`src/rtl/pcmmix_pkg.sv`:
```
// Shared types, constants and lookup functions for the four-channel PCM mixer.
// No dependencies; the top level, controller, datapath, divider and testbench import this package.
package pcmmix_pkg;

  localparam int CHANNELS      = 4;
  localparam int CH_W          = 2;
  localparam int FRAC_BITS     = 16;
  localparam int ROM_DEPTH_DEF = 65536;

  localparam int CLK_W   = 26;
  localparam int SR_W    = 18;
  localparam int ROMSZ_W = 17;
  localparam int CFG_W   = 26;
  localparam int NUM_W   = CLK_W + FRAC_BITS;
  localparam int DEN_W   = 31;

  localparam logic [CLK_W-1:0] CLK_DEFAULT = 26'd3579545;
  localparam logic [SR_W-1:0]  SR_DEFAULT  = 18'd44100;

  // Sound-side register offsets.
  localparam logic [5:0] RA_PORT1    = 6'h01;
  localparam logic [5:0] RA_CH_FIRST = 6'h08;
  localparam logic [5:0] RA_KEYON    = 6'h28;
  localparam logic [5:0] RA_STATUS   = 6'h29;
  localparam logic [5:0] RA_LOOP     = 6'h2a;
  localparam logic [5:0] RA_PAN01    = 6'h2c;
  localparam logic [5:0] RA_PAN23    = 6'h2d;
  localparam logic [5:0] RA_ROMRD    = 6'h2e;
  localparam logic [5:0] RA_MODE     = 6'h2f;

  // Per-channel register slots within a block of eight.
  localparam logic [2:0] SUB_RATE_LO  = 3'd0;
  localparam logic [2:0] SUB_RATE_HI  = 3'd1;
  localparam logic [2:0] SUB_SIZE_LO  = 3'd2;
  localparam logic [2:0] SUB_SIZE_HI  = 3'd3;
  localparam logic [2:0] SUB_START_LO = 3'd4;
  localparam logic [2:0] SUB_START_MD = 3'd5;
  localparam logic [2:0] SUB_START_HI = 3'd6;

  typedef enum logic [2:0] {
    OP_REG_WR  = 3'd0,
    OP_REG_RD  = 3'd1,
    OP_MAIN_WR = 3'd2,
    OP_MAIN_RD = 3'd3,
    OP_ROM_LD  = 3'd4,
    OP_RENDER  = 3'd5
  } op_t;

  typedef enum logic [1:0] {
    CFG_CLOCK = 2'd0,
    CFG_SRATE = 2'd1,
    CFG_ROMSZ = 2'd2
  } cfg_idx_t;

  typedef enum logic [3:0] {
    ST_IDLE,
    ST_DISPATCH,
    ST_RB_WAIT,
    ST_RB_DONE,
    ST_CH_CHECK,
    ST_CH_ADDR,
    ST_CH_DIVS,
    ST_CH_DIV,
    ST_CH_MIX1,
    ST_CH_MIX2,
    ST_FIN1,
    ST_FIN2,
    ST_DONE
  } state_t;

  typedef enum logic [3:0] {
    DC_NONE,
    DC_LOAD,
    DC_REG_WR,
    DC_REG_RD,
    DC_PORT_WR,
    DC_PORT_RD,
    DC_ROM_LD,
    DC_RB_ADDR,
    DC_RB_DONE,
    DC_CH_CHECK,
    DC_CH_ADDR,
    DC_DIV_START,
    DC_MIX1,
    DC_MIX2,
    DC_FIN1,
    DC_FIN2
  } dp_op_t;

  typedef struct packed {
    dp_op_t          op;
    logic [CH_W-1:0] chan;
    logic            bypass;
  } dp_cmd_t;

  typedef struct packed {
    logic [2:0] op;
    logic       rb_go;
    logic       render_go;
    logic       ch_live;
    logic       div_busy;
  } dp_stat_t;

  function automatic logic [8:0] pan_left_w(input logic [2:0] p);
    case (p)
      3'd1:    pan_left_w = 9'd256;
      3'd2:    pan_left_w = 9'd234;
      3'd3:    pan_left_w = 9'd210;
      3'd4:    pan_left_w = 9'd181;
      3'd5:    pan_left_w = 9'd148;
      3'd6:    pan_left_w = 9'd104;
      default: pan_left_w = 9'd0;
    endcase
  endfunction

  function automatic logic [8:0] pan_right_w(input logic [2:0] p);
    case (p)
      3'd2:    pan_right_w = 9'd104;
      3'd3:    pan_right_w = 9'd148;
      3'd4:    pan_right_w = 9'd181;
      3'd5:    pan_right_w = 9'd210;
      3'd6:    pan_right_w = 9'd234;
      3'd7:    pan_right_w = 9'd256;
      default: pan_right_w = 9'd0;
    endcase
  endfunction

endpackage

```
`src/rtl/pcmmix_ctrl.sv`:
```
// Controller state machine that sequences each transaction through the datapath.
// Depends on pcmmix_pkg for the state, command and status types.
module pcmmix_ctrl
  import pcmmix_pkg::*;
(
  input  logic     clk,
  input  logic     rst_n,
  input  logic     in_valid,
  output logic     in_ready,
  input  logic     res_free,
  output logic     res_push,
  input  dp_stat_t stat,
  output dp_cmd_t  cmd
);

  state_t          state_r, state_nxt;
  logic [CH_W-1:0] chan_r, chan_nxt;
  logic            last_ch;

  always_ff @(posedge clk) begin
    if (!rst_n) begin
      state_r <= ST_IDLE;
      chan_r  <= '0;
    end else begin
      state_r <= state_nxt;
      chan_r  <= chan_nxt;
    end
  end

  always_comb begin
    state_nxt  = state_r;
    chan_nxt   = chan_r;
    in_ready   = 1'b0;
    res_push   = 1'b0;
    cmd.op     = DC_NONE;
    cmd.chan   = chan_r;
    cmd.bypass = 1'b0;
    last_ch    = chan_r == CH_W'(CHANNELS - 1);
    unique case (state_r)
      ST_IDLE: begin
        in_ready = 1'b1;
        if (in_valid) begin
          cmd.op    = DC_LOAD;
          state_nxt = ST_DISPATCH;
        end
      end
      ST_DISPATCH: begin
        state_nxt = ST_DONE;
        unique case (stat.op)
          OP_REG_WR:  cmd.op = DC_REG_WR;
          OP_REG_RD: begin
            if (stat.rb_go) begin
              cmd.op    = DC_RB_ADDR;
              state_nxt = ST_RB_WAIT;
            end else begin
              cmd.op = DC_REG_RD;
            end
          end
          OP_MAIN_WR: cmd.op = DC_PORT_WR;
          OP_MAIN_RD: cmd.op = DC_PORT_RD;
          OP_ROM_LD:  cmd.op = DC_ROM_LD;
          OP_RENDER: begin
            if (stat.render_go) begin
              chan_nxt  = '0;
              state_nxt = ST_CH_CHECK;
            end else begin
              cmd.bypass = 1'b1;
            end
          end
          default: ;
        endcase
      end
      ST_RB_WAIT: state_nxt = ST_RB_DONE;
      ST_RB_DONE: begin
        cmd.op    = DC_RB_DONE;
        state_nxt = ST_DONE;
      end
      ST_CH_CHECK: begin
        cmd.op = DC_CH_CHECK;
        if (stat.ch_live) begin
          state_nxt = ST_CH_ADDR;
        end else if (last_ch) begin
          state_nxt = ST_FIN1;
        end else begin
          chan_nxt = chan_r + 1'b1;
        end
      end
      ST_CH_ADDR: begin
        cmd.op    = DC_CH_ADDR;
        state_nxt = ST_CH_DIVS;
      end
      ST_CH_DIVS: begin
        cmd.op    = DC_DIV_START;
        state_nxt = ST_CH_DIV;
      end
      ST_CH_DIV: begin
        if (!stat.div_busy) begin
          state_nxt = ST_CH_MIX1;
        end
      end
      ST_CH_MIX1: begin
        cmd.op    = DC_MIX1;
        state_nxt = ST_CH_MIX2;
      end
      ST_CH_MIX2: begin
        cmd.op = DC_MIX2;
        if (last_ch) begin
          state_nxt = ST_FIN1;
        end else begin
          chan_nxt  = chan_r + 1'b1;
          state_nxt = ST_CH_CHECK;
        end
      end
      ST_FIN1: begin
        cmd.op    = DC_FIN1;
        state_nxt = ST_FIN2;
      end
      ST_FIN2: begin
        cmd.op    = DC_FIN2;
        state_nxt = ST_DONE;
      end
      ST_DONE: begin
        if (res_free) begin
          res_push  = 1'b1;
          state_nxt = ST_IDLE;
        end
      end
      default: state_nxt = ST_IDLE;
    endcase
  end

endmodule

```
`config.mk`:
```
export PLATFORM = sky130hd
export DESIGN_NAME = pcmmix_ctrl
export DESIGN_NICKNAME = d
export VERILOG_FILES = /design/src/rtl/pcmmix_pkg.sv /design/src/rtl/pcmmix_ctrl.sv
export SDC_FILE = /design/constraint.sdc
export NUM_CORES = 1
export LEC_CHECK = 0
export ABC_CLOCK_PERIOD_IN_PS = 1300
export BUFFER_PORTS_ARGS = -buffer_cell sky130_fd_sc_hd__buf_2
export CORE_MARGIN = 4
export CORE_UTILIZATION = 45
export DETAILED_ROUTE_END_ITERATION = 10
export PLACE_DENSITY = 0.83
export SLEW_MARGIN = 25
export SYNTH_ARGS = -nofsm -noshare
export SYNTH_HDL_FRONTEND = slang
export SYNTH_SLANG_ARGS = --single-unit
export TNS_END_PERCENT = 10
```
`constraint.sdc`:
```
create_clock -name clk -period 1.3 [get_ports clk]
set_input_delay 0.065 -clock clk [delete_from_list [all_inputs] [get_ports clk]]
set_output_delay 0.065 -clock clk [all_outputs]
set_load 0.01 [all_outputs]
```
==> flow_summary.yaml <==
sta:
  skew_ns: 0.00626
  fin_crit_sh_pct: 125
  max_freq_mhz: 617
  whs_ns: 0.126
  hold_violations: 0
  worst_slack_ns: -0.322
  rsz0062_at_grt: "yes"
  max_slew.worst_pin.slew_ns: 0.407
  setup_viol: 11
  fin_crit_ns: 1.62
  fin_setup_tns_ns: -2.38
  max_slew_margin_pct: 72.5
  report.final.slew_viol_count: 0
power:
  p_per_area_mw_per_mm2: 1950
  irDropWorstVdd_mv: 1.15
  leakagePower_nw: 0.452
  total_power_w: 0.00192
worst_setup_path:
  worst_r2r_path_depth: 5
  endpoint: "cmd[0]"
  crit_type: "flop to output port"
  crit_required_ns: 1.24
  rrSetupSlack_ns: -0.27
  cp-end-kind: "output port"
  crit_start: "state_r[1]"
  timing.rr.start: "state_r[1]"
  cp-start-kind: "flop"
  timing.rr.end: "chan_r[0]"
  crit_fanout: 5
  arrival_ns: 1.56
clock_tree:
  cts_hold_buf: 0
  root_buffer: "clkbuf_4"
  cts_sinks: 6
  clk_pin_slew_ns: 0.05
  clock_latency_ns: 0.24
  tritoncts: "done"
  cts_buffer_depth: 2
  cts_buffers: 3
  htreeDepth: 1
place:
  postPlaceCellArea_um2: 911
  gp_congestion: 0.924
  dp_cells: 135
  io_buffers: 19
  hpwl_mm: 1.52
finish:
  antenna_cells: 0
  final-instance-count-excl-fill: 139
  layout_commonest_cell: "buf_4"
  drive_above_1_share_pct: 47.6
  area_delta_synth_final_pct: 41.5
  finalInstanceArea_um2: 985
  layout_common_cells: "21 x buf_4, 19 x buf_2, 5 x o21ai_0, 5 x nand2_1, 5 x a21oi_1"
  fin_nets: 138
logic_synthesis:
  ys_seq_area_share_pct: 17.3
  yosysUniqueCellTypes: 46
  synth-seq-cells: 6
  yosys_warnings: 0
  syn_avg_cell_area_um2: 7.73
  async_flop_share_pct: 0
  synthCells: 90
  syn_area_um2: 696
  synth_edf_count: 0
  synth_nets: 102
  ys_dominant_reg_cell: "dfxtp_1"
global_routing:
  grt-ovfl-total: 0
  grt_max_degree: 13
  first_global_vias: 784
  track_usage_pct: 20.9
  antenna_found_initial: 0
  grt_pass1_wl_mm: 3.32
floorplanning:
  start_util_pct: 50.3
  pin_count: 20
  die_w_um: 47.3
  die_h_um: 47.3
  die-area_mm2: 0.00224
  rows: 13
  core_area_mm2: 0.00138
routing:
  dr_total_vias: 868
  drt-pass1-iter-count: 4
  first_iter_violations: 37
  drc: 0
  via_per_inst: 6.24
  wl_per_cell_um: 15.4
  drtAntennaViolNets: 0
  wl_mm: 2.15
worst_hold_path:
  whs_path_depth: 2
  hold_path_class: "primary input to flop"
run:
  cap_violations: 0
status:
  outcome: "complete, but fails checks"
  failed_checks: "setup timing"
[worst min path at each step]
stage	start	endpoint	slack (ns)
6_report	rst_n	state_r[2]	0.13
2_1_floorplan	stat[2]	cmd[0]	0.18
5_1_grt	rst_n	state_r[2]	0.13
3_5_place_dp	stat[2]	cmd[0]	0.38
3_3_place_gp	rst_n	state_r[2]	0.37
4_1_cts	rst_n	state_r[2]	0.12
[cells in the mapped netlist (2+ instances only)]
cell type / number / area, um^2
nor4bb_1: 3 / 30.0
nand2b_1: 2 / 12.5
mux2i_1: 2 / 20.0
buf_6: 2 / 22.5
nand4_1: 3 / 18.8
nand2_1: 5 / 18.8
nand3_1: 2 / 10.0
dfxtp_1: 6 / 120
nor2_1: 3 / 11.3
o41ai_1: 2 / 17.5
nor2b_1: 5 / 31.3
buf_2: 5 / 25.0
a21oi_1: 7 / 35.0
clkbuf_1: 2 / 7.51
o21ai_0: 5 / 25.0
or4b_1: 2 / 20.0
inv_1: 4 / 15.0
nor4_1: 2 / 12.5
[repair_timing]
item,CTS,global route
pin swaps,1,2
buffers inserted,1,0
setup endpoints to repair,13,13
resized for setup,7,6
[power breakdown]
part	internal, W	switching (W)	leakage, nW
combinational	0.000721	0.000691	0.387
sequential	0.000252	0.0000827	0.0508
clock	0.000104	0.0000657	0.0138
[state kept, by name, summed over array words and instances (netlist names)]
register / flops
chan_r: 2
state_r: 4
[worst max-delay path, stage by stage (launching register included)]
cell and delay (ns):
dfxtp_2 0.34, or4b_4 0.55, buf_4 0.15, nor4_2 0.12, buf_2 0.17
[through the flow]
stage          setup slack (ns)  util, %
6_report                 -0.322     71.2
5_1_grt                  -0.386     71.2
4_1_cts                  -0.354     69.6
3_5_place_dp             -0.254     65.9
3_3_place_gp             -0.209     65.9
2_1_floorplan            -0.122        -
[area by class of cell]
class | count | area (um^2)
Multi-Input combinational cell | 71 | 548
Fill cell | 115 | 398
Timing Repair Buffer | 40 | 253
Sequential cell | 6 | 128
Clock buffer | 3 | 22.5
Tap cell | 15 | 18.8
Inverter | 4 | 15.0
[logic make-up (layout without fill, tap and decap cells)]
group           Yosys count  after routing  synth area share [%]
compound gates           27             27                  26.8
xor+xnor                  2              2                  2.52
fa+ha+maj                 1              1                  1.80
buf+inv                  13             47                  10.1
flops                     6              6                  17.3
mux                       2              2                  2.88
simple gates             39             39                  38.7
[per-layer routing]
metal	share of wire [%]	track usage, %	routed length, um
met1	42	26.6	898
met2	48	34.5	1020
met3	9.5	3.83	204
met4	0.89	8.29	19
met5	0	0	0
Power figures use the tool's default switching activity.
